**src/rtl/hpam_pkg.sv**
```systemverilog
package hpam_pkg;

    localparam int SHORT_WINDOW_DEF = 30;
    localparam int LONG_WINDOW_DEF  = 600;
    localparam int MOVE_MIN_DEF     = 3;
    localparam int ANGLE_BITS_DEF   = 16;

    localparam int LIMIT_W    = 15;
    localparam int USE_W      = 16;
    localparam int COUNT_W    = 18;
    localparam int CFG_IDX_W  = 3;
    localparam int CFG_DATA_W = 16;

    localparam logic [COUNT_W-1:0] COUNT_MAX = '1;

    localparam logic [CFG_IDX_W-1:0] REG_ENABLED        = CFG_IDX_W'(0);
    localparam logic [CFG_IDX_W-1:0] REG_TURN_LIMIT     = CFG_IDX_W'(1);
    localparam logic [CFG_IDX_W-1:0] REG_NOD_LIMIT      = CFG_IDX_W'(2);
    localparam logic [CFG_IDX_W-1:0] REG_POSTURE_PITCH  = CFG_IDX_W'(3);
    localparam logic [CFG_IDX_W-1:0] REG_POSTURE_YAW    = CFG_IDX_W'(4);
    localparam logic [CFG_IDX_W-1:0] REG_MOVE_ROLL      = CFG_IDX_W'(5);
    localparam logic [CFG_IDX_W-1:0] REG_MOVE_YAW       = CFG_IDX_W'(6);
    localparam logic [CFG_IDX_W-1:0] REG_LONG_USE       = CFG_IDX_W'(7);

    localparam logic [2:0] ACT_CENTRED  = 3'd0;
    localparam logic [2:0] ACT_LEFT     = 3'd1;
    localparam logic [2:0] ACT_RIGHT    = 3'd2;
    localparam logic [2:0] ACT_NOD      = 3'd3;
    localparam logic [2:0] ACT_NO_TRACK = 3'd4;

    localparam logic [1:0] MSG_NONE     = 2'd0;
    localparam logic [1:0] MSG_NO_MOVE  = 2'd1;
    localparam logic [1:0] MSG_LONG_USE = 2'd2;

    typedef struct packed {
        logic               enabled;
        logic [LIMIT_W-1:0] turn_limit;
        logic [LIMIT_W-1:0] nod_limit;
        logic [LIMIT_W-1:0] posture_pitch_limit;
        logic [LIMIT_W-1:0] posture_yaw_limit;
        logic [LIMIT_W-1:0] move_roll_limit;
        logic [LIMIT_W-1:0] move_yaw_limit;
        logic [USE_W-1:0]   long_use_limit;
    } cfg_t;

    localparam cfg_t CFG_RESET = '{
        enabled:             1'b0,
        turn_limit:          LIMIT_W'(1072),
        nod_limit:           LIMIT_W'(1786),
        posture_pitch_limit: LIMIT_W'(2144),
        posture_yaw_limit:   LIMIT_W'(715),
        move_roll_limit:     LIMIT_W'(1072),
        move_yaw_limit:      LIMIT_W'(1072),
        long_use_limit:      USE_W'(7200)
    };

    typedef struct packed {
        logic step;
        logic clear;
    } win_op_t;

endpackage

```
**src/rtl/hpam_long_win.sv**
```systemverilog
module hpam_long_win
    import hpam_pkg::*;
#(
    parameter int LONG_WINDOW = LONG_WINDOW_DEF
)
(
    input  logic                               clk,
    input  logic                               rst_n,
    input  win_op_t                            op,
    input  logic                               moved,
    output logic [$clog2(LONG_WINDOW+1)-1:0]   total_next
);

    localparam int TOT_W = $clog2(LONG_WINDOW + 1);
    localparam int LP_W  = (LONG_WINDOW > 1) ? $clog2(LONG_WINDOW) : 1;
    localparam logic [LP_W-1:0] LP_LAST = LP_W'(LONG_WINDOW - 1);

    logic             flag_mem [LONG_WINDOW];
    logic             rd_data_reg;
    logic [LP_W-1:0]  pos_reg;
    logic [LP_W-1:0]  pos_next;
    logic             wrapped_reg;
    logic             wrapped_next;
    logic [TOT_W-1:0] total_reg;
    logic             old_flag;

    // entries count only once the ring has gone all the way round since the last clear
    assign old_flag   = wrapped_reg & rd_data_reg;
    assign total_next = total_reg - TOT_W'(old_flag) + TOT_W'(moved);

    always_comb
    begin
        pos_next     = pos_reg;
        wrapped_next = wrapped_reg;
        if (op.clear)
        begin
            pos_next     = '0;
            wrapped_next = 1'b0;
        end
        else if (op.step)
        begin
            pos_next = (pos_reg == LP_LAST) ? '0 : pos_reg + 1'b1;
            if (pos_reg == LP_LAST)
            begin
                wrapped_next = 1'b1;
            end
        end
    end

    // flag at the next ring position is prefetched into rd_data_reg
    always_ff @(posedge clk)
    begin
        if (op.step)
        begin
            flag_mem[pos_reg] <= moved;
        end
        if (op.step && (pos_next == pos_reg))
        begin
            rd_data_reg <= moved;
        end
        else
        begin
            rd_data_reg <= flag_mem[pos_next];
        end
    end

    always_ff @(posedge clk or negedge rst_n)
    begin
        if (!rst_n)
        begin
            pos_reg     <= '0;
            wrapped_reg <= 1'b0;
            total_reg   <= '0;
        end
        else
        begin
            pos_reg     <= pos_next;
            wrapped_reg <= wrapped_next;
            if (op.clear)
            begin
                total_reg <= '0;
            end
            else if (op.step)
            begin
                total_reg <= total_next;
            end
        end
    end

endmodule

```
**config.mk**
```make
export PLATFORM = sky130hd
export DESIGN_NAME = hpam_long_win
export DESIGN_NICKNAME = d
export VERILOG_FILES = /design/src/rtl/hpam_pkg.sv /design/src/rtl/hpam_long_win.sv
export SDC_FILE = /design/constraint.sdc
export NUM_CORES = 1
export LEC_CHECK = 0
export BUFFER_PORTS_ARGS = -buffer_cell sky130_fd_sc_hd__buf_4
export CORE_UTILIZATION = 47
export DETAILED_ROUTE_END_ITERATION = 7
export GPL_ROUTABILITY_DRIVEN = 0
export PLACE_DENSITY = 0.61
export RECOVER_POWER = 25
export SLEW_MARGIN = 20
export SYNTH_ARGS = -nofsm -noshare
export SYNTH_HDL_FRONTEND = slang
export SYNTH_SLANG_ARGS = --single-unit
```
**constraint.sdc**
```tcl
create_clock -name clk -period 13.6 [get_ports clk]
set_clock_uncertainty 0.1 [all_clocks]
set_input_delay 2.04 -clock clk [delete_from_list [all_inputs] [get_ports clk]]
set_output_delay 2.04 -clock clk [all_outputs]
set_load 0.05 [all_outputs]
```
==> results of run 1 <==
[where the power goes]
part           internal, mW  switching (mW)
logic                 0.180           0.293
clock network          1.04           0.757
registers              2.14          0.0189
total                  3.36            1.07
[kinds of logic (layout without fill, tap and decap cells)]
group	count (synthesis)	in the layout	share of synthesized area
buffers and inverters	181	184	0.0280
flip-flops	631	631	0.677
adder cells (fa/ha/maj)	15	15	0.00705
AO/OA/AOI/OAI	122	122	0.0311
multiplexers	188	188	0.134
XOR/XNOR	15	15	0.00475
AND/OR/NAND/NOR	803	803	0.118
[routing by layer]
| metal | wire length [um] | part of all wire |
|---|---|---|
| met1 | 29500 | 0.43 |
| met2 | 33400 | 0.49 |
| met3 | 4700 | 0.068 |
| met4 | 1260 | 0.018 |
| met5 | 0 | 0 |
[layout by cell type, fill, tap and decap left out, types with 6 or more instances in the layout]
master and count:
sky130_fd_sc_hd__nor2_1 619, sky130_fd_sc_hd__edfxtp_1 600, sky130_fd_sc_hd__mux4_2 143, sky130_fd_sc_hd__clkbuf_16 70, sky130_fd_sc_hd__nand2_1 62, sky130_fd_sc_hd__buf_4 34
sky130_fd_sc_hd__a22oi_1 33, sky130_fd_sc_hd__a21oi_1 27, sky130_fd_sc_hd__mux2i_1 26, sky130_fd_sc_hd__clkbuf_1 23, sky130_fd_sc_hd__inv_1 21, sky130_fd_sc_hd__nand2_2 21
sky130_fd_sc_hd__dfrtp_1 21, sky130_fd_sc_hd__mux2_2 19, sky130_fd_sc_hd__nor2b_1 16, sky130_fd_sc_hd__nand3_1 16, sky130_fd_sc_hd__ha_1 14, sky130_fd_sc_hd__nand2b_1 12
sky130_fd_sc_hd__xnor2_1 11, sky130_fd_sc_hd__and3_1 9, sky130_fd_sc_hd__clkinv_1 9, sky130_fd_sc_hd__a211oi_1 8, sky130_fd_sc_hd__clkinv_2 8, sky130_fd_sc_hd__and2_1 7
sky130_fd_sc_hd__o21ai_0 7, sky130_fd_sc_hd__nor3b_1 6, sky130_fd_sc_hd__nor4_1 6, sky130_fd_sc_hd__nor3_1 6, sky130_fd_sc_hd__dfxtp_1 6
[worst max-delay path, stage by stage, from the launching register on]
cell and delay (ns):
sky130_fd_sc_hd__dfxtp_4 0.72, sky130_fd_sc_hd__buf_12 0.60, sky130_fd_sc_hd__mux4_2 0.59, sky130_fd_sc_hd__mux2_2 0.27
sky130_fd_sc_hd__a22o_1 0.24, sky130_fd_sc_hd__a2111oi_2 0.33, sky130_fd_sc_hd__o21ai_1 0.19, sky130_fd_sc_hd__nor4b_2 0.53
sky130_fd_sc_hd__a211oi_1 0.20, sky130_fd_sc_hd__ha_1 0.35, sky130_fd_sc_hd__inv_1 0.04, sky130_fd_sc_hd__ha_1 0.20
sky130_fd_sc_hd__fa_1 0.42, sky130_fd_sc_hd__a21o_1 0.18, sky130_fd_sc_hd__a21oi_1 0.21, sky130_fd_sc_hd__o21bai_1 0.11
sky130_fd_sc_hd__a2111oi_0 0.57, sky130_fd_sc_hd__o21ai_0 0.22, sky130_fd_sc_hd__nor2b_1 0.17, sky130_fd_sc_hd__buf_4 0.19
[final timing paths]
kind                                               start                  endpoint  slack [ns]
max in group asynchronous                          rst_n      pos_reg[3]$_DFF_PN0_       10.99
worst min-delay path            total_reg[0]$_DFFE_PN0P_  total_reg[0]$_DFFE_PN0P_        0.43
worst min register to register  total_reg[0]$_DFFE_PN0P_  total_reg[0]$_DFFE_PN0P_        0.43
worst max-delay path                           flip-flop             total_next[8]        4.38
worst max register to register                 flip-flop  total_reg[8]$_DFFE_PN0P_        7.01
min in group asynchronous                          rst_n  total_reg[3]$_DFFE_PN0P_        1.62
[layout make-up]
type | instances | share of cell area
inverter | 21 | 0.00259
timing repair buffer | 46 | 0.0114
multi-input combinational | 1143 | 0.270
clock buffer | 85 | 0.0593
sequential | 631 | 0.615
tap | 765 | 0.0314
clock inverter | 32 | 0.0102
[through the flow]
step	util	hold slack, ns	worst slack [ns]	area, sq um
after floorplan	-	0.365	6.53	27700
after detailed placement	0.489	0.412	5.02	28300
after global placement	0.489	0.410	5.11	28300
after CTS	0.526	0.427	4.34	30500
after global routing	0.526	0.460	3.99	30500
final	0.526	0.433	4.38	30500
==> results.sh, run 1 <==
export IMPL_setup_tns_final_ns=0
export IMPL_grt_util_all_layers=0.236
export IMPL_power_density_nw_per_um2=145
export IMPL_detail_route_antenna_nets=0
export IMPL_vdd_ir_drop_max_mv=0.182
export IMPL_cts_clk_slew_worst_paths_ns=0.06
export IMPL_detail_route_vias_per_cell=5.97
export IMPL_post_cts_setup_buffer_count=0
export IMPL_cp_arrival_ns=7.08
export IMPL_num_fill_cells=4896
export IMPL_setup_viol_count_final=0
export IMPL_holdBufCountCts=0
export IMPL_grt_util_met2=0.380
export IMPL_failed_checks="max-capacitance violations, max-slew violations"
export IMPL_async_reset_ff_frac=0.0333
export IMPL_first_global_vias=16200
export IMPL_port_buffer_count=14
export IMPL_synth_most_common_cell="sky130_fd_sc_hd__nor2_1"
export IMPL_via_count=16300
export IMPL_die_width_um=245
export IMPL_syn_num_nets=1975
export IMPL_crit_type="flip-flop to primary output"
export IMPL_synth_area_leaders="sky130_fd_sc_hd__edfxtp_1 65%, sky130_fd_sc_hd__mux4_2 12%, sky130_fd_sc_hd__nor2_1 8.4%"
export IMPL_overflow=0
export IMPL_finalHoldViolCount=0
export IMPL_layout_cells_non_filler=2723
export IMPL_reg2reg_depth=19
export IMPL_numClockSinks=631
export IMPL_hold_path_class="flip-flop to flip-flop"
export IMPL_final_seq_area_sq_um=18800
export IMPL_first_pass_grt_wire_length_um=104000
export IMPL_numCtsBuffers=68
export IMPL_dominantRegCellSynth="sky130_fd_sc_hd__edfxtp_1"
export IMPL_route_final_wire_length_um=68800
export IMPL_outcome="finished with violations"
export IMPL_cp_data_required_time_ns=11.46
export IMPL_routed_wire_length_per_instance_um=25.3
export IMPL_worst_setup_path_end_kind="primary output"
export IMPL_worstMarginPinSlew_ns=4.61
export IMPL_worstSetupStartpointType="flip-flop"
export IMPL_floorplan_rows=88
export IMPL_h_tree_depth=3
export IMPL_first_pass_iters=5
export IMPL_largest_register_ff_count=600
export IMPL_final_period_minus_worst_setup_slack_ns=9.22
export IMPL_synth_top_cell_area_share=0.651
export IMPL_total_power_mw=4.43
export IMPL_placed_cells=2606
export IMPL_slew_viol_final=361
export IMPL_core_region_area_sq_um=57900
export IMPL_final_layout_size_suffix_gt1_frac=0.166
export IMPL_area_taken_by_multi_input_logic_gates_sq_um=8210
export IMPL_synth_enable_flop_cells=600
export IMPL_antenna_cells=0
export IMPL_ys_ff_latch=631
export IMPL_critical_path_max_fanout=85
export IMPL_floorplan_initialDensity=0.478
export IMPL_floorplan_die_area_sq_um=59800
export IMPL_setup_repair_after_global_routing_missed_its_margin="no"
export IMPL_grt_start_max_net_pins=138
export IMPL_leakagePower_nw=8.98
export IMPL_synth_distinct_cells=62
export IMPL_synth_cells=1955
export IMPL_max_clock_freq_mhz=108
export IMPL_insertion_delay_of_the_later_clocked_pin_in_the_worst_skew_pair_ns=0.61
export IMPL_drcViolationCount=0
export IMPL_post_route_period_util=0.678
export IMPL_grtUsageMet1=0.338
export IMPL_gr_max_usage_layer="met2"
export IMPL_first_iter_violations=1894
export IMPL_postcts_resize_cnt=0
export IMPL_synth_top_area_cell="sky130_fd_sc_hd__edfxtp_1"
export IMPL_tritoncts_clock_tree="yes"
export IMPL_synth_cell_area_sq_um=27700
export IMPL_hold_path_cell_count=2
export IMPL_antenna_violations_before_repair=0
export IMPL_synth_sequential_area_ratio=0.677
export IMPL_drv_cap=6
export IMPL_nNetsFinal=1931
export IMPL_dp_hpwl_um=38500
export IMPL_postSynthAreaPerCell_sq_um=14.2
export IMPL_synth_commonest_cells="620 x sky130_fd_sc_hd__nor2_1, 600 x sky130_fd_sc_hd__edfxtp_1, 143 x sky130_fd_sc_hd__mux4_2, 125 x sky130_fd_sc_hd__clkbuf_1, 83 x sky130_fd_sc_hd__nand2_1"
export IMPL_yosys_warnings=0
export IMPL_relSlewSlack=-2.07
export IMPL_areaGrowthSynthToFinish_pct=10.1
export IMPL_floorplan_die_height_um=245
export IMPL_io_pins=15
export IMPL_cts_root_buffer_cell="sky130_fd_sc_hd__clkbuf_16"
export IMPL_clock_tree_buffer_depth=3
export IMPL_gr_usage_met3=0.0390
Note: power is estimated with default switching activity, not from simulation.
==> run 2: changes to the inputs <==
- PLACE_DENSITY: 0.61 -> 0.63
- clock period: 13.6 -> 7.5 ns (I/O delays scaled with it)
==> results.sh, run 2 (same netlist as run 1, synthesis figures left out) <==
export IMPL_outcome="finished with violations"
export IMPL_failed_checks="max-capacitance violations, max-slew violations"
export IMPL_insertion_delay_of_the_later_clocked_pin_in_the_worst_skew_pair_ns=0.61
export IMPL_grt_start_max_net_pins=263
export IMPL_clock_tree_buffer_depth=3
export IMPL_worstMarginPinSlew_ns=1.86
export IMPL_antenna_cells=0
export IMPL_io_pins=15
export IMPL_floorplan_die_height_um=245
export IMPL_first_iter_violations=2061
export IMPL_worst_setup_slack_final_ns=0.206
export IMPL_post_route_period_util=0.973
export IMPL_floorplan_rows=88
export IMPL_port_buffer_count=14
export IMPL_cp_cell_sequence="buf_12 -> mux4_2 -> mux2_2 -> a22o_1 -> a2111oi_2 -> o21ai_1 -> nor4b_2 -> a211oi_1 -> buf_4 -> ha_1 -> inv_1 -> ha_1 -> fa_1 -> a21o_1 -> a21oi_1 -> o21bai_1 -> a2111oi_0 -> o21ai_0 -> nor2b_1 -> buf_4"
export IMPL_largest_register_ff_count=600
export IMPL_critical_path_max_fanout=7
export IMPL_first_global_vias=16600
export IMPL_finalHoldViolCount=0
export IMPL_placed_cells=2638
export IMPL_overflow=0
export IMPL_detail_route_vias_per_cell=6.02
export IMPL_antenna_violations_before_repair=0
export IMPL_placed_area_sq_um=28700
export IMPL_floorplan_die_area_sq_um=59800
export IMPL_slew_viol_final=244
export IMPL_first_pass_iters=6
export IMPL_leakagePower_nw=9.22
export IMPL_dp_hpwl_um=41300
export IMPL_layout_cell_area_non_filler_sq_um=30900
export IMPL_relSlewSlack=-0.239
export IMPL_cp_data_required_time_ns=6.27
export IMPL_worst_path_max_delay_cell="sky130_fd_sc_hd__a2111oi_0"
export IMPL_num_fill_cells=4856
export IMPL_nNetsFinal=1973
export IMPL_crit_type="flip-flop to primary output"
export IMPL_cp_arrival_ns=6.07
export IMPL_die_width_um=245
export IMPL_grt_util_all_layers=0.245
export IMPL_cp_num_buf_inv=4
export IMPL_cts_root_buffer_cell="sky130_fd_sc_hd__clkbuf_16"
export IMPL_route_final_wire_length_um=71500
export IMPL_final_common_cell="sky130_fd_sc_hd__nor2_1"
export IMPL_setup_viol_count_final=0
export IMPL_holdBufCountCts=0
export IMPL_numClockSinks=631
export IMPL_vdd_ir_drop_max_mv=0.275
export IMPL_hold_path_class="flip-flop to flip-flop"
export IMPL_commonest_cells_after_routing_fill_and_taps_aside="620 x sky130_fd_sc_hd__nor2_1, 600 x sky130_fd_sc_hd__edfxtp_1, 143 x sky130_fd_sc_hd__mux4_2, 74 x sky130_fd_sc_hd__clkbuf_16, 71 x sky130_fd_sc_hd__nand2_1"
export IMPL_worstSetupStartpointType="flip-flop"
export IMPL_layout_cells_non_filler=2764
export IMPL_floorplan_initialDensity=0.478
export IMPL_first_pass_grt_wire_length_um=107000
export IMPL_core_region_area_sq_um=57900
export IMPL_drv_cap=13
export IMPL_via_count=16600
export IMPL_area_taken_by_multi_input_logic_gates_sq_um=8190
export IMPL_detail_route_antenna_nets=0
export IMPL_areaGrowthSynthToFinish_pct=11.6
export IMPL_cts_clk_slew_worst_paths_ns=0.06
export IMPL_final_layout_size_suffix_gt1_frac=0.174
export IMPL_place_worst_setup_slack_ns=0.523
export IMPL_h_tree_depth=3
export IMPL_max_clock_freq_mhz=137
export IMPL_numCtsBuffers=68
export IMPL_timing_critical_path_slowest_cell_delay_ns=0.51
export IMPL_power_density_nw_per_um2=260
export IMPL_tritoncts_clock_tree="yes"
export IMPL_routed_wire_length_per_instance_um=25.9
export IMPL_final_period_minus_worst_setup_slack_ns=7.29
export IMPL_final_seq_area_sq_um=18800
export IMPL_worst_setup_path_end_kind="primary output"
export IMPL_rrSetupSlack_ns=1.90
export IMPL_drcViolationCount=0
export IMPL_crit_family="compound AO/OA/AOI/OAI gates"
==> run 2: cell count changes in the layout (fill, tap and decap cells not counted), sizes merged <==
| cell | delta |
|---|---|
| bufinv | -3 |
| clkinv | +3 |
| inv | -3 |
| clkinvlp | -3 |
| clkbuf | +12 |
| buf | +35 |
==> run 2: what timing repair did <==
action	4_1_cts	5_1_grt
gates resized for setup	2	3
endpoints found under the setup margin	1	2
buffers inserted	2	8
==> run 2: worst reg2reg max path, delay by kind of cell (launching register included) <==
kind                     cells  cell delay, ns
flip-flops                   1            0.46
AND/OR/NAND/NOR              3            0.78
adder cells (fa/ha/maj)      3            0.89
multiplexers                 2            0.76
AO/OA/AOI/OAI                9            2.16
buffers and inverters        3            0.38
==> run 2: area by class of cell <==
cell class / count / share of cell area
clock buffer: 90 / 0.0629
clock inverter: 26 / 0.00539
inverter: 21 / 0.00255
multi-input combinational: 1143 / 0.265
sequential: 631 / 0.607
tap: 765 / 0.0310
timing repair buffer: 88 / 0.0254
==> run 2: per-stage QoR <==
| stage | power (mW) | util | hold slack, ns | setup TNS (ns) |
|---|---|---|---|---|
| CTS | 8.07 | 0.532 | 0.303 | 0 |
| finish | 8.03 | 0.533 | 0.442 | 0 |
| floorplan | 4.60 | - | 0.365 | 0 |
| detailed placement | 4.87 | 0.495 | 0.427 | 0 |
| global route | 8.27 | 0.533 | 0.476 | -0.00547 |
| global placement | 4.86 | 0.495 | 0.412 | 0 |
==> run 2: path summary, 6_finish.rpt <==
| kind | from | endpoint | cells past startpoint |
|---|---|---|---|
| worst max register to register | flip-flop | total_reg[8]$_DFFE_PN0P_ | 20 |
| max in group asynchronous | rst_n | wrapped_reg$_DFFE_PN0P_ | 1 |
| min in group asynchronous | rst_n | pos_reg[8]$_DFF_PN0_ | 1 |
| worst max-delay path | flip-flop | total_next[8] | 20 |
| worst min register to register | total_reg[0]$_DFFE_PN0P_ | total_reg[0]$_DFFE_PN0P_ | 2 |
| worst min-delay path | total_reg[0]$_DFFE_PN0P_ | total_reg[0]$_DFFE_PN0P_ | 2 |
==> run 2: per-layer routing <==
metal	vias up	part of all wire	track usage
met5	-	0	0
met1	8622	0.41	0.345
met3	109	0.081	0.0331
met4	0	0.029	0.0847
li1	7162	-	-
met2	736	0.48	0.393
==> run 2: power by group <==
group / switching [mW] / internal [mW]
sequential: 0.0218 / 3.87
clock: 1.35 / 1.88
combinational: 0.561 / 0.355
