<file path="src/rtl/hpam_pkg.sv">
package hpam_pkg;

    localparam int SHORT_WINDOW_DEF = 30;
    localparam int LONG_WINDOW_DEF  = 600;
    localparam int MOVE_MIN_DEF     = 3;
    localparam int ANGLE_BITS_DEF   = 16;

    localparam int LIMIT_W    = 15;
    localparam int USE_W      = 16;
    localparam int COUNT_W    = 18;
    localparam int CFG_IDX_W  = 3;
    localparam int CFG_DATA_W = 16;

    localparam logic [COUNT_W-1:0] COUNT_MAX = '1;

    localparam logic [CFG_IDX_W-1:0] REG_ENABLED        = CFG_IDX_W'(0);
    localparam logic [CFG_IDX_W-1:0] REG_TURN_LIMIT     = CFG_IDX_W'(1);
    localparam logic [CFG_IDX_W-1:0] REG_NOD_LIMIT      = CFG_IDX_W'(2);
    localparam logic [CFG_IDX_W-1:0] REG_POSTURE_PITCH  = CFG_IDX_W'(3);
    localparam logic [CFG_IDX_W-1:0] REG_POSTURE_YAW    = CFG_IDX_W'(4);
    localparam logic [CFG_IDX_W-1:0] REG_MOVE_ROLL      = CFG_IDX_W'(5);
    localparam logic [CFG_IDX_W-1:0] REG_MOVE_YAW       = CFG_IDX_W'(6);
    localparam logic [CFG_IDX_W-1:0] REG_LONG_USE       = CFG_IDX_W'(7);

    localparam logic [2:0] ACT_CENTRED  = 3'd0;
    localparam logic [2:0] ACT_LEFT     = 3'd1;
    localparam logic [2:0] ACT_RIGHT    = 3'd2;
    localparam logic [2:0] ACT_NOD      = 3'd3;
    localparam logic [2:0] ACT_NO_TRACK = 3'd4;

    localparam logic [1:0] MSG_NONE     = 2'd0;
    localparam logic [1:0] MSG_NO_MOVE  = 2'd1;
    localparam logic [1:0] MSG_LONG_USE = 2'd2;

    typedef struct packed {
        logic               enabled;
        logic [LIMIT_W-1:0] turn_limit;
        logic [LIMIT_W-1:0] nod_limit;
        logic [LIMIT_W-1:0] posture_pitch_limit;
        logic [LIMIT_W-1:0] posture_yaw_limit;
        logic [LIMIT_W-1:0] move_roll_limit;
        logic [LIMIT_W-1:0] move_yaw_limit;
        logic [USE_W-1:0]   long_use_limit;
    } cfg_t;

    localparam cfg_t CFG_RESET = '{
        enabled:             1'b0,
        turn_limit:          LIMIT_W'(1072),
        nod_limit:           LIMIT_W'(1786),
        posture_pitch_limit: LIMIT_W'(2144),
        posture_yaw_limit:   LIMIT_W'(715),
        move_roll_limit:     LIMIT_W'(1072),
        move_yaw_limit:      LIMIT_W'(1072),
        long_use_limit:      USE_W'(7200)
    };

    typedef struct packed {
        logic step;
        logic clear;
    } win_op_t;

endpackage

</file>
<file path="src/rtl/hpam_cfg_regs.sv">
module hpam_cfg_regs
    import hpam_pkg::*;
(
    input  logic                  clk,
    input  logic                  rst_n,
    input  logic                  cfg_we,
    input  logic [CFG_IDX_W-1:0]  cfg_index,
    input  logic [CFG_DATA_W-1:0] cfg_wdata,
    output cfg_t                  cfg
);

    cfg_t cfg_reg;
    cfg_t cfg_next;

    always_comb
    begin
        cfg_next = cfg_reg;
        if (cfg_we)
        begin
            case (cfg_index)
                REG_ENABLED:       cfg_next.enabled             = cfg_wdata[0];
                REG_TURN_LIMIT:    cfg_next.turn_limit          = cfg_wdata[LIMIT_W-1:0];
                REG_NOD_LIMIT:     cfg_next.nod_limit           = cfg_wdata[LIMIT_W-1:0];
                REG_POSTURE_PITCH: cfg_next.posture_pitch_limit = cfg_wdata[LIMIT_W-1:0];
                REG_POSTURE_YAW:   cfg_next.posture_yaw_limit   = cfg_wdata[LIMIT_W-1:0];
                REG_MOVE_ROLL:     cfg_next.move_roll_limit     = cfg_wdata[LIMIT_W-1:0];
                REG_MOVE_YAW:      cfg_next.move_yaw_limit      = cfg_wdata[LIMIT_W-1:0];
                REG_LONG_USE:      cfg_next.long_use_limit      = cfg_wdata[USE_W-1:0];
                default:           cfg_next = cfg_reg;
            endcase
        end
    end

    always_ff @(posedge clk or negedge rst_n)
    begin
        if (!rst_n)
        begin
            cfg_reg <= CFG_RESET;
        end
        else
        begin
            cfg_reg <= cfg_next;
        end
    end

    assign cfg = cfg_reg;

endmodule

</file>
<file path="config.mk">
export PLATFORM = sky130hd
export DESIGN_NAME = hpam_cfg_regs
export DESIGN_NICKNAME = d
export VERILOG_FILES = /design/src/rtl/hpam_pkg.sv /design/src/rtl/hpam_cfg_regs.sv
export SDC_FILE = /design/constraint.sdc
export NUM_CORES = 1
export LEC_CHECK = 0
export BUFFER_PORTS_ARGS = -buffer_cell sky130_fd_sc_hd__buf_2
export CORE_UTILIZATION = 55
export CTS_CLUSTER_DIAMETER = 100
export DETAILED_ROUTE_END_ITERATION = 8
export PLACE_DENSITY = 0.92
export SYNTH_ARGS = -nofsm -noshare
export SYNTH_HDL_FRONTEND = slang
export SYNTH_SLANG_ARGS = --single-unit
</file>
<file path="constraint.sdc">
create_clock -name clk -period 1.5 [get_ports clk]
set_clock_uncertainty 0.2 [all_clocks]
set_input_delay 0.075 -clock clk [delete_from_list [all_inputs] [get_ports clk]]
set_output_delay 0.075 -clock clk [all_outputs]
set_load 0.01 [all_outputs]
</file>
==> results, run 1 <==
- At the end of routability-driven placement, the weighted congestion stood at 0.735.
- The area growth from synthesis to layout is 26.5%.
- The number of sinks driven by the clock tree is between 100 and 150.
- The final critical-path required period is 1.45 ns.
- The number of antenna diodes in the final layout is 0.
- During synthesis, Yosys emitted a total of 0 warnings.
- The share of total power dissipated in the clock network is 0.223.
- In the final layout, the share of cells above drive strength 1 is 0.752.
- The clock passes through at most 2 buffers.
- The horizontal die dimension is 90.4 um.
- Broken down by cell family, the worst path's largest delay share belongs to buffers and inverters.
- The power per cell area is 1420 nW/um2.
- The run finished, with violations left.
- The mean routed wirelength per cell is 18.5 um.
- The initial antenna violation count was 0.
- Summed over all instances, the cell type with the most area after synthesis is dfrtp_1.
- The switching power total is around 2.2 mW.
- The leakage power summed over all cells is around 2.6 nW.
- The iteration count of the initial detailed-routing pass is 4.
- After synthesis, the cell types taking the most area are dfrtp_1, mux2_2, dfstp_2.
- The critical path goes through buf_2 > dlygate4sd3_1 > nor4b_1 > mux2_2.
- The max-slew violation count is 0.
- Counting flops with a built-in enable in the synthesized netlist gives 0.
- The maximum achievable frequency is between 600 and 700 MHz.
- The register with the most flip-flops in the layout has roughly 110 of them.
- The total count of hold-check failures in the final report is 1.
- TritonCTS built the clock tree.
- The total CTS buffers is 9.
- The share of flip-flops with an asynchronous set or reset is 1.00.
- The switching share of power is 0.285.
- The filler cell count is 482.
- The core region area is approximately 7400 um2.
- The die covers ~8200 um2.
- The quantity of hold-fixing buffers added after cts is 18.
- Counting flops and latches in the post-synthesis netlist gives about 110.
- The number of standard-cell rows in the floorplan is 31.
- The internal power of the cells totals 5.51 mW.
- The max-capacitance violation count is 0.
- The worst endpoint data arrival time is 1.50 ns.
- The half-perimeter wire length of the detailed placement result is 6190 um.
- The number of instances in the synthesized netlist is ~240.
- In this run the count of I/O pins placed on the die edge is 129.
- The sequential share of power is 0.520.
- In the final design database the tool counted approximately 410 nets.
- The clock tree synthesis step divided the H-tree into 3 levels.
- The initial cell density of the core is 0.581.
- For this run, the total global-route usage over all layers was measured as 0.240.
- The final reports fail on negative hold slack.
- For the pin with the worst max-slew slack, the measured transition is 0.548 ns.
- Setup repair after global routing left no endpoint under its margin.
- The period utilization is 0.968.
- Setup violations remaining at the end of the flow were counted as 0.
- In this run the tightest slew margin relative to its limit is 0.634.
- The routed layout has roughly 2600 vias.
- From bottom edge to top edge, the die measures around 90 um.
- The first-pass GRT wire length is between 10000 and 15000 um.
- In the routed design, unresolved DRC markers number 0.
- The worst register-to-register path has a setup slack of roughly 0.50 ns.
- The final cell area excluding filler cells is 5440 um2.
- The number of gates resized after cts is 0.
- The class of the most critical hold timing path is in2reg.
- The type of origin of the critical path is a primary input.
- At the later pin of the worst-skew pair, clock insertion delay measures about 0.35 ns.
- The peak supply drop is about 0.8 mV.
- Of the synthesized area, sequential elements account for 0.631.
- Of the post-synthesis cell area, the dominant cell type holds 0.448.
- Of the total power, combinational logic draws 0.256.
- The maximum single-stage delay on the critical path is between 0.5 and 0.6 ns.
- The number of global-route vias before repair came to 2828.
- Measured on the finished design, the core utilization comes to 0.734.
- For this block, the routed nets add up to about 9100 um of wire.
- Data on the critical path is required at its endpoint by around 1.6 ns.
- The type of destination of the critical path is a flop.
- The most used flip-flop cell after synthesis is dfrtp_1.
- The worst-path cell with the longest stage delay is dlygate4sd3_1.
- Along the worst path, the maximum fanout reaches 7.
- The root buffer cell is clkbuf_8.
- The cell area after placement is between 5000 and 6000 um2.
- Clock-pin slew was measured on the worst setup and hold paths at 0.09 ns.
- The synthesized netlist occupies a cell area of about 4300 um2.
- In this run the post-CTS setup repair buffer count came out at 0.
- When the netlist entered floorplanning its net count stood at roughly 260.
- The critical path is of the in2reg type.
- Entering global routing, the biggest net connects between 100 and 150 pins.
- Counting instances in the post-synthesis netlist gives the leading cell types as dfrtp_1, mux2_2, dfstp_2, mux2_4.
- Global routing finished with a remaining overflow of 0.
- The count of buffers added on input and output ports is roughly 130.
- The number of nets with antenna violations after detailed routing is 0.
- The worst hold slack across all endpoints is -0.00164 ns.
- The average vias per placed instance is ~5.3.
- For this block, the initial DRC count from the detailed router was 73.
- Dividing the synthesized area by the synthesized cell count gives ~18 um2.
- The number of distinct library cell variants in the gate-level netlist after synthesis is 14.
- The number of buffer and inverter instances along the worst setup path is 2.
-- power groups by stage --
stage	combinational, mW	clock [mW]	sequential [mW]
2_1_floorplan	0.743	0	4.32
5_1_grt	2.13	1.87	4.08
6_report	1.98	1.72	4.01
3_3_place_gp	1.89	0	4.01
4_1_cts	2.00	1.77	4.01
3_5_place_dp	1.96	0	4.05
-- through the flow --
| step | setup TNS, ns | power (mW) | std cells | worst slack (ns) |
|---|---|---|---|---|
| after floorplan | 0 | 5.06 | 236 | 0.0809 |
| after global placement | 0 | 5.90 | 460 | 0.0341 |
| after detailed placement | -0.0381 | 6.02 | 460 | -0.0235 |
| after CTS | 0 | 7.78 | 494 | 0.0414 |
| after global routing | 0 | 8.09 | 494 | 0.0355 |
| final | 0 | 7.71 | 494 | 0.0482 |
-- final timing paths --
check,startpoint,to,depth (start not counted)
max in group asynchronous,rst_n,cfg[80]$_DFFE_PN1P_,3
min in group asynchronous,rst_n,cfg[104]$_DFFE_PN0P_,3
worst max register to register,cfg[25]$_DFFE_PN0P_,cfg[25]$_DFFE_PN0P_,1
worst min-delay path,cfg_index[0],cfg[106]$_DFFE_PN0P_,3
worst max-delay path,cfg_index[2],cfg[106]$_DFFE_PN0P_,4
worst min register to register,cfg[62]$_DFFE_PN0P_,cfg[62]$_DFFE_PN0P_,1
-- cells in the final DEF, fill, tap and decap left out --
cell type,count
buf_4,8
buf_2,127
nand4_2,1
bufinv_16,1
dfrtp_1,77
dfstp_2,30
clkbuf_8,9
mux2_2,77
clkinv_4,1
dlygate4sd3_1,18
nand4b_4,2
nor4b_1,1
and4bb_2,2
inv_6,1
clkbuf_1,2
nor4bb_4,1
nand4b_2,1
clkinvlp_4,2
buf_12,4
mux2_4,30
-- tightest hold or removal path: stages --
cell and delay (ns):
buf_2 0.15, nor4b_1 0.08, mux2_2 0.22
-- cells by family after synthesis --
family / after synthesis / share of synthesized area
flops: 107 / 0.631
mux: 107 / 0.306
buf+inv: 14 / 0.0349
simple gates: 8 / 0.0276
-- routing by layer --
layer | vias up | track usage | part of all wire
met3 | 12 | 0.0631 | 0.054
met5 | - | 0 | 0
met4 | 0 | 0.0618 | 0.011
met1 | 1339 | 0.319 | 0.45
li1 | 1145 | - | -
met2 | 100 | 0.395 | 0.49
-- final cells by class --
type | count | area (um2) | area share
flip-flops and latches | 107 | 2720 | 0.499
clock buffers | 11 | 131 | 0.0241
repair buffers | 157 | 956 | 0.176
multi-input cells | 115 | 1450 | 0.267
clock inverters | 5 | 62.6 | 0.0115
well taps | 99 | 124 | 0.0228
(Power assumes the default switching activity.)
==> run 2: changes to the inputs <==
ABC_AREA = 1   (was unset)
CORE_MARGIN = 5   (was unset)
PLACE_DENSITY = 0.93   (was 0.92)
REMOVE_ABC_BUFFERS = 1   (was unset)
==> run 2 against run 1 <==
The flow still finishes with violations (negative hold slack). Fmax is 2.6% lower. Total power decreased by 2.3%. Combinational power shrank 13%. Global-route usage increased by 2.9 points. Synthesized cell count grew 100%. First-iteration DRC count rose to 3.9 times the previous value. Register-to-register slack barely moved. Hold slack lost 0.037 ns.
==> results, run 2 <==
- Leaving out fill and tap cells, the most frequent cell in the layout is nand2_1.
- The family with the most delay on the worst path is buffers and inverters.
- The vertical extent of the die is 97.6 um (+7.9%).
- The path depth of the worst reg2reg path was 2 (+1).
- The total of endpoints with negative setup slack in the final report was 0 (unchanged).
- The maximum achievable frequency is 671 MHz (-2.6%).
- The total DRC errors in the routed layout is 0 (unchanged).
- Sorting the synthesized cells by area gives the leading types as dfrtp_1, nand2_1, dfstp_2.
- In the post-synthesis netlist, the cell with the most instances is nand2_1.
- The switching power total is 2.29 mW (+3.9%).
- The count of pins on the block boundary came to 129 (unchanged).
- The min-delay analysis places its worst path in the category in2async.
- The mean routed wirelength per cell was 17.0 um (-8.0%).
- The number of instances in the synthesized netlist is 474 (+100%).
- The deepest clock path buffer count is 2 (unchanged).
- The internal power is 5.25 mW (-4.7%).
- The clock tree from TritonCTS is done.
- The capturing point of the worst reg2reg path is cfg[12]$_DFFE_PN1P_.
- The post-synthesis simple-gate area fraction was 0.329 (+0.301).
- The half-perimeter wire length of the detailed placement result is 8060 um (+30%).
- The average vias per placed instance is 5.26 (+0.17%).
- The power per cell area is 1360 nW/um2 (-4.3%).
- The maximum number of pins on one net before global-route repair is 44 (-59%).
- The number of warnings issued by yosys was 0 (unchanged).
- The multiplexer area fraction after synthesis is 0 (-0.306).
- The quantity of hold-fixing buffers added after cts is 29 (+11).
- The number of global-route vias before repair came to 3760 (+33%).
- The final reports fail on negative hold slack.
- The initial cell density of the core came to 0.555 (-0.0257).
- The peak supply drop is 0.725 mV (-9.2%).
- The max-slew violation count came to 0 (unchanged).
- The critical path goes through dlygate4sd3_1 > buf_2 > nand3_1 > dlygate4sd3_1 > nand2_1.
- The mean instance size in the synthesized netlist is 8.91 um2 (-51%).
- The die area came to 9530 um2 (+16%).
- The iteration count of the initial detailed-routing pass is 5 (+1).
- The startpoint identified for the worst register-to-register timing path is cfg[12]$_DFFE_PN1P_.
- The count of buffers from port buffering is 128 (unchanged).
- The maximum single-stage delay on the critical path is 0.56 ns (about the same).
- The number of synthesized register bits is 107 (unchanged).
- The number of nets with antenna violations after detailed routing is 0 (unchanged).
- The type of destination of the critical path is a flop.
- The max-capacitance violation count was 0 (unchanged).
- The first-pass GRT wire length is 19900 um (+33%).
- The cell count after placement came to 697 (+52%).
- The critical path in this run is classified as in2reg.
- The minimum setup slack after placement was 0.197 ns (+0.220 ns).
- The total wire length is 12600 um (+38%).
- The number of setup buffers added after CTS came to 0 (unchanged).
- Setup repair after global routing left no endpoint under its margin.
- The run finished, with violations left.
- The sequential share of power came to 0.512 (-0.008).
- The worst-path cell with the longest stage delay is dlygate4sd3_1.
- The combined global-route utilization of all metal layers is 0.269 (+0.0290).
- The signed area change from the synthesized netlist to the final layout is 31.6%.
- The horizontal die dimension was 97.6 um (+7.9%).
- The part of the total power dissipated in the clock network was 0.260 (+0.037).
- After synthesis, the largest family of logic cells by area is simple AND/OR/NAND/NOR gates.
- The number of buffer and inverter instances along the worst setup path came to 3 (+1).
- Counting stages on the worst path, the most repeated cell is dlygate4sd3_1.
- The number of synthesized flops with an enable pin came to 0 (unchanged).
- The fraction of layout cells with a size suffix above 1 was 0.316 (-0.436).
- The cell sitting at the root of the clock tree is a clkbuf_8.
- The leakage power summed over all cells came to 3.14 nW (+20%).
- The fraction of the yosys area taken by sequential cells is 0.643 (+0.0120).
- The core region area is 7610 um2 (+2.7%).
- The total CTS buffers is 9 (unchanged).
- The count of H-tree levels built during CTS was 3 (unchanged).
- The switching share of power is 0.303 (+0.0179).
- The transition at the pin with the smallest max-transition slack is 0.516 ns (-0.0322 ns).
- The clock transition at the registers of the reported paths is 0.10 ns (about the same).
- In this run the worst setup path begins at cfg_wdata[9].
- The worst reg-to-reg setup slack is 0.51 ns (about the same).
- The via count is 3906 (+50%).
- The core utilization of the finished layout is 0.730 (-0.00407).
- The violation count after the first detailed-routing iteration is 285 (+290%).
- The worst hold slack across all endpoints came to -0.0391 ns (-0.0374 ns).
- The number of distinct library cell variants in the gate-level netlist after synthesis is 12 (-2).
- The power share of the combinational group is 0.228 (-0.028).
- The final critical-path setup slack is 0.00894 ns (-0.0393 ns).
- The number of sinks driven by the clock tree is 107 (unchanged).
- The share of flip-flops with an asynchronous set or reset is 1.00 (unchanged).
- The total number of cells along the worst setup path came to 5 (+1).
- The total power consumption of the routed design is 7.54 mW (-2.3%).
- The total count of hold-check failures in the final report is 19 (+18).
- The worst slew margin relative to its limit is 0.655 (+0.0206).
- Leaving out fill and tap cells, the most frequent cells in the layout are nand2_1, buf_2, dfrtp_1.
- The number of standard-cell rows in the floorplan is 32 (+3.2%).
- The worst endpoint data arrival time was 1.60 ns (+0.10 ns).
- The period utilization was 0.994 (+0.0262).
- The initial antenna violation count was 0 (unchanged).
- The antenna diode instance count is 0 (unchanged).
- The complex-gate fraction of the synthesized area came to 0 (unchanged).
- The number of flip-flops under the largest register name is 107 (unchanged).
- The clock latency at the later pin of the worst-skew pair is 0.36 ns (about the same).
- The final critical-path required period came to 1.49 ns (+0.0393 ns).
- Counting instances in the post-synthesis netlist gives the leading cell types as nand2_1, dfrtp_1, nand3_1, dfstp_2, buf_2.
- The largest fanout on the critical path came to 7 (unchanged).
- The final global-route overflow total is 0 (unchanged).
- The netlist area before placement is 4220 um2 (-1.9%).
- The final weighted congestion in routability-driven placement is 0.841 (+14%).
- The synthesized design spends more area on one cell type than any other, namely dfrtp_1.
- The required time reported for the critical path endpoint is 1.61 ns (+0.06 ns).
- The top-area cell type share of the netlist area was 0.456 (+0.00850).
- The final net count is 657 (+59%).
- The xor/xnor share of the synthesized area is 0 (unchanged).
- The adder-cell share of the synthesized area is 0 (unchanged).
- STA classifies the critical path startpoint as a primary input.
- The number of non-filler instances in the completed layout was 742 (+50%).
- For this run, the leading register cell type out of synthesis is dfrtp_1.
run 2: cell types whose count changed after synthesis, moves of 5 or more:
cell     change
nand2_1    +283
nand2_2      +5
nor2_2       +5
nand3_1     +46
mux2_4      -30
buf_2       +13
mux2_2      -77
run 2: layer usage:
layer,share of wire,up-vias,track usage
met2,0.49,201,0.433
met1,0.39,1883,0.356
li1,-,1790,-
met4,0.027,0,0.0980
met5,0,-,0
met3,0.088,32,0.0675
run 2: what timing repair did:
action / in CTS / in global routing
endpoints found under the setup margin: 0 / 14
resized for setup: 0 / 6
hold endpoints to repair: 203 / 8
run 2: logic make-up after synthesis:
group,Yosys count
DFF,107
and+or+nand+nor,342
buffers and inverters,25
run 2: worst max-delay path by stage:
stage                                endpoint
after global placement    cfg[87]$_DFFE_PN0P_
after CTS                 cfg[81]$_DFFE_PN1P_
final                     cfg[85]$_DFFE_PN1P_
after floorplan           cfg[61]$_DFFE_PN0P_
after detailed placement   cfg[2]$_DFFE_PN0P_
after global routing       cfg[5]$_DFFE_PN1P_
run 2: layout make-up:
class,count,area (um2)
Multi-Input combinational cell,342,1390
Inverter,6,22.5
Clock buffer,12,155
Fill cell,570,2050
Sequential cell,107,2720
Clock inverter,4,72.6
Tap cell,102,128
Timing Repair Buffer,169,1070
run 2: worst reg2reg max path, stage by stage, from the launching register on:
cell and delay [ns]:
dfstp_2 0.54, nand2_1 0.08, nand2_1 0.12
run 2: power by group through the flow:
stage                     sequential, mW  combinational (mW)  clock, mW
final                               3.86                1.72       1.96
after global routing                3.91                1.89       2.09
after global placement              3.86                1.60          0
after floorplan                     4.13               0.491          0
after detailed placement            3.88                1.67          0
after CTS                           3.84                1.73       1.97
run 2: through the flow:
stage                     area (um2)  setup TNS, ns
after floorplan                 4130          -5.94
after global placement          5020              0
after detailed placement        5020              0
after CTS                       5540              0
after global routing            5560              0
final                           5560              0
==> run 3: changes to the inputs <==
BUFFER_PORTS_ARGS = unset   (was -buffer_cell sky130_fd_sc_hd__buf_2)
DONT_BUFFER_PORTS = 1   (was unset)
PLACE_DENSITY = 0.78   (was 0.93)
==> run 3 against run 2 <==
The run still ends with negative hold slack left. Non-clock buffer count fell by 132. Global-route usage decreased by 1.1 points. Design area down 13%. First-iteration DRC count shrank 27%. Hold slack got worse by 0.75 ns. Largest cell class unchanged. Highest routed layer unchanged.
==> results, run 3 (synthesis results as in run 2) <==
- The deepest clock path buffer count is 2 (unchanged).
- Leaving out fill and tap cells, the most frequent cells in the layout are nand2_1, dfrtp_1, nand3_1.
- The maximum achievable frequency came to 715 MHz (+6.7%).
- The vertical extent of the die is 97.6 um (unchanged).
- The wire length on met2 is 6090 um (-1.5%).
- The max-slew violation count was 0 (unchanged).
- The internal power is 4.61 mW (-12%).
- The number of non-filler instances in the completed layout was 610 (-18%).
- The power share of the combinational group came to 0.112 (-0.116).
- The routed length on met3 is 1460 um (+32%).
- The final global-route overflow total is 0 (unchanged).
- The final critical-path required period is 1.40 ns (-0.0934 ns).
- The clock transition at the registers of the reported paths is 0.09 ns (about the same).
- TritonCTS built the clock tree.
- The peak supply drop was 0.691 mV (-4.6%).
- The largest fanout on the critical path was 34 (+27).
- The total DRC errors in the routed layout was 0 (unchanged).
- The clock latency at the later pin of the worst-skew pair is 0.35 ns (about the same).
- STA classifies the critical path endpoint as a flop.
- The die area is 9530 um2 (unchanged).
- The worst-path cell with the longest stage delay is dlygate4sd3_1.
- The total count of hold-check failures in the final report came to 107 (+88).
- The violation count after the first detailed-routing iteration is 208 (-27%).
- The cell count after placement is 564 (-19%).
- The number of sinks driven by the clock tree is 107 (unchanged).
- The count of pins on the block boundary is 129 (unchanged).
- The root buffer cell is clkbuf_8.
- The horizontal die dimension is 97.6 um (unchanged).
- The combined global-route utilization of all metal layers is 0.258 (-0.0107).
- The via count was 3269 (-16%).
- The number of global-route vias before repair came to 3318 (-12%).
- The half-perimeter wire length of the detailed placement result was 7640 um (-5.3%).
- The number of nets with antenna violations after detailed routing came to 0 (unchanged).
- The type of origin of the critical path is a primary input.
- The final weighted congestion in routability-driven placement came to 0.857 (+1.9%).
- The final net count is 525 (-20%).
- The power per cell area is 1390 nW/um2 (+2.6%).
- The max-capacitance violation count is 0 (unchanged).
- The number of flip-flops under the largest register name is 107 (unchanged).
- The initial antenna violation count was 0 (unchanged).
- The switching share of power is 0.312 (+0.00833).
- The final-layout setup total negative slack is 0 ns (unchanged).
- The total of endpoints with negative setup slack in the final report is 0 (unchanged).
- The fraction of layout cells with a size suffix above 1 came to 0.134 (-0.182).
- The minimum setup slack after placement is 0.250 ns (+0.0534 ns).
- The final cell area excluding filler cells was 4810 um2 (-13%).
- The required time reported for the critical path endpoint is 1.55 ns (-0.06 ns).
- The number of standard-cell rows in the floorplan is 32 (unchanged).
- The run finished, with violations left.
- The worst hold slack across all endpoints was -0.794 ns (-0.755 ns).
- The total CTS buffers is 9 (unchanged).
- The core utilization of the finished layout is 0.632 (-0.0979).
- The period utilization is 0.932 (-0.0623).
- The detailed-routing wirelength on met1 is 4420 um (-11%).
- The antenna diode instance count came to 0 (unchanged).
- The core region area is 7610 um2 (unchanged).
- The mean routed wirelength per cell came to 19.8 um (+17%).
- The class of the most critical hold timing path is in2async.
- The initial cell density of the core was 0.555 (unchanged).
- The first-pass GRT wire length was 18800 um (-5.4%).
- The transition at the pin with the smallest max-transition slack is 0.597 ns (+0.0807 ns).
- The switching power total is 2.09 mW (-8.7%).
- The worst register-to-register path ends at cfg[52]$_DFFE_PN1P_.
- The number of setup buffers added after CTS came to 0 (unchanged).
- The total power consumption of the routed design is 6.69 mW (-11%).
- The count of H-tree levels built during CTS is 3 (unchanged).
- The most common cell after layout, fill and taps aside is nand2_1.
- In this run the critical register-to-register path is launched from cfg[52]$_DFFE_PN1P_.
- The count of buffers from port buffering is 0 (-100%).
- The part of the total power dissipated in the clock network is 0.254 (-0.006).
- The maximum single-stage delay on the critical path is 0.56 ns (about the same).
- The cell area after placement came to 4320 um2 (-14%).
- The worst slew margin relative to its limit is 0.602 (-0.0534).
- The sequential share of power is 0.634 (+0.122).
- The maximum number of pins on one net before global-route repair was 108 (+150%).
- The uppermost signal routing layer after detailed routing is met4.
- The average vias per placed instance is 5.36 (+1.8%).
- The final reports fail on negative hold slack.
- The most used cell along the critical path is nand2_1.
- The total wire length is 12100 um (-4.0%).
- Setup repair after global routing left no endpoint under its margin.
- The worst reg-to-reg setup slack is 0.51 ns (about the same).
- Compared with the post-synthesis result, the final layout area differs by 14.0%.
- By startpoint and endpoint, the worst setup path is classified as in2reg.
- The critical path goes through dlygate4sd3_1 > nor2_2 > buf_12 > nand2_2 > nand2_1 > nand2_1.
- The iteration count of the initial detailed-routing pass is 4 (-1).
- The path depth of the worst reg2reg path came to 2 (unchanged).
- The final critical-path setup slack was 0.102 ns (+0.0934 ns).
- The worst endpoint data arrival time is 1.45 ns (-0.15 ns).
- The leakage power summed over all cells is 2.51 nW (-20%).
-- run 3: cell types whose count changed in the layout (fill, tap and decap cells not counted), moves of 2 or more --
cell	previous run	this run
buf_12	3	1
buf_2	124	0
buf_4	11	6
clkbuf_4	2	0
clkbuf_8	11	9
-- run 3: layer usage --
layer	track usage	vias to the layer above
met3	0.0905	11
met1	0.327	1593
li1	-	1513
met4	0.0671	0
met5	0	-
met2	0.426	152
-- run 3: worst max-delay path by stage --
stage,start,end,slack [ns],cells after the start
after floorplan,cfg_we,cfg[61]$_DFFE_PN0P_,-0.25,5
after global placement,cfg_index[2],cfg[60]$_DFFE_PN0P_,0.30,5
after detailed placement,cfg_index[2],cfg[12]$_DFFE_PN1P_,0.25,5
after CTS,cfg_wdata[4],cfg[20]$_DFFE_PN1P_,0.02,4
after global routing,cfg_index[2],cfg[76]$_DFFE_PN0P_,0.03,6
final,cfg_index[2],cfg[76]$_DFFE_PN0P_,0.10,6
-- run 3: layout make-up --
type	instances	area [um2]
clock buffer	11	131
clock inverter	5	55.1
fill	650	2800
inverter	6	22.5
multi-input combinational	342	1390
sequential	107	2720
tap	102	128
timing repair buffer	37	370
-- run 3: timing repair --
item,in CTS,in global routing
resized for setup,0,2
setup endpoints to repair,0,9
hold buffers,29,2
hold endpoints to repair,214,122
-- run 3: power groups by stage --
stage                     clock network (mW)  registers, mW  logic [mW]
after global placement                     0           4.29       0.562
after CTS                               1.74           4.26       0.750
final                                   1.70           4.24       0.750
after global routing                    1.87           4.31       0.865
after detailed placement                   0           4.30       0.621
after floorplan                            0           4.13       0.491
-- run 3: worst max-delay path, delay by kind of cell --
kind,cells,cell delay (ns)
simple gates,4,0.59
buf+inv,2,0.77
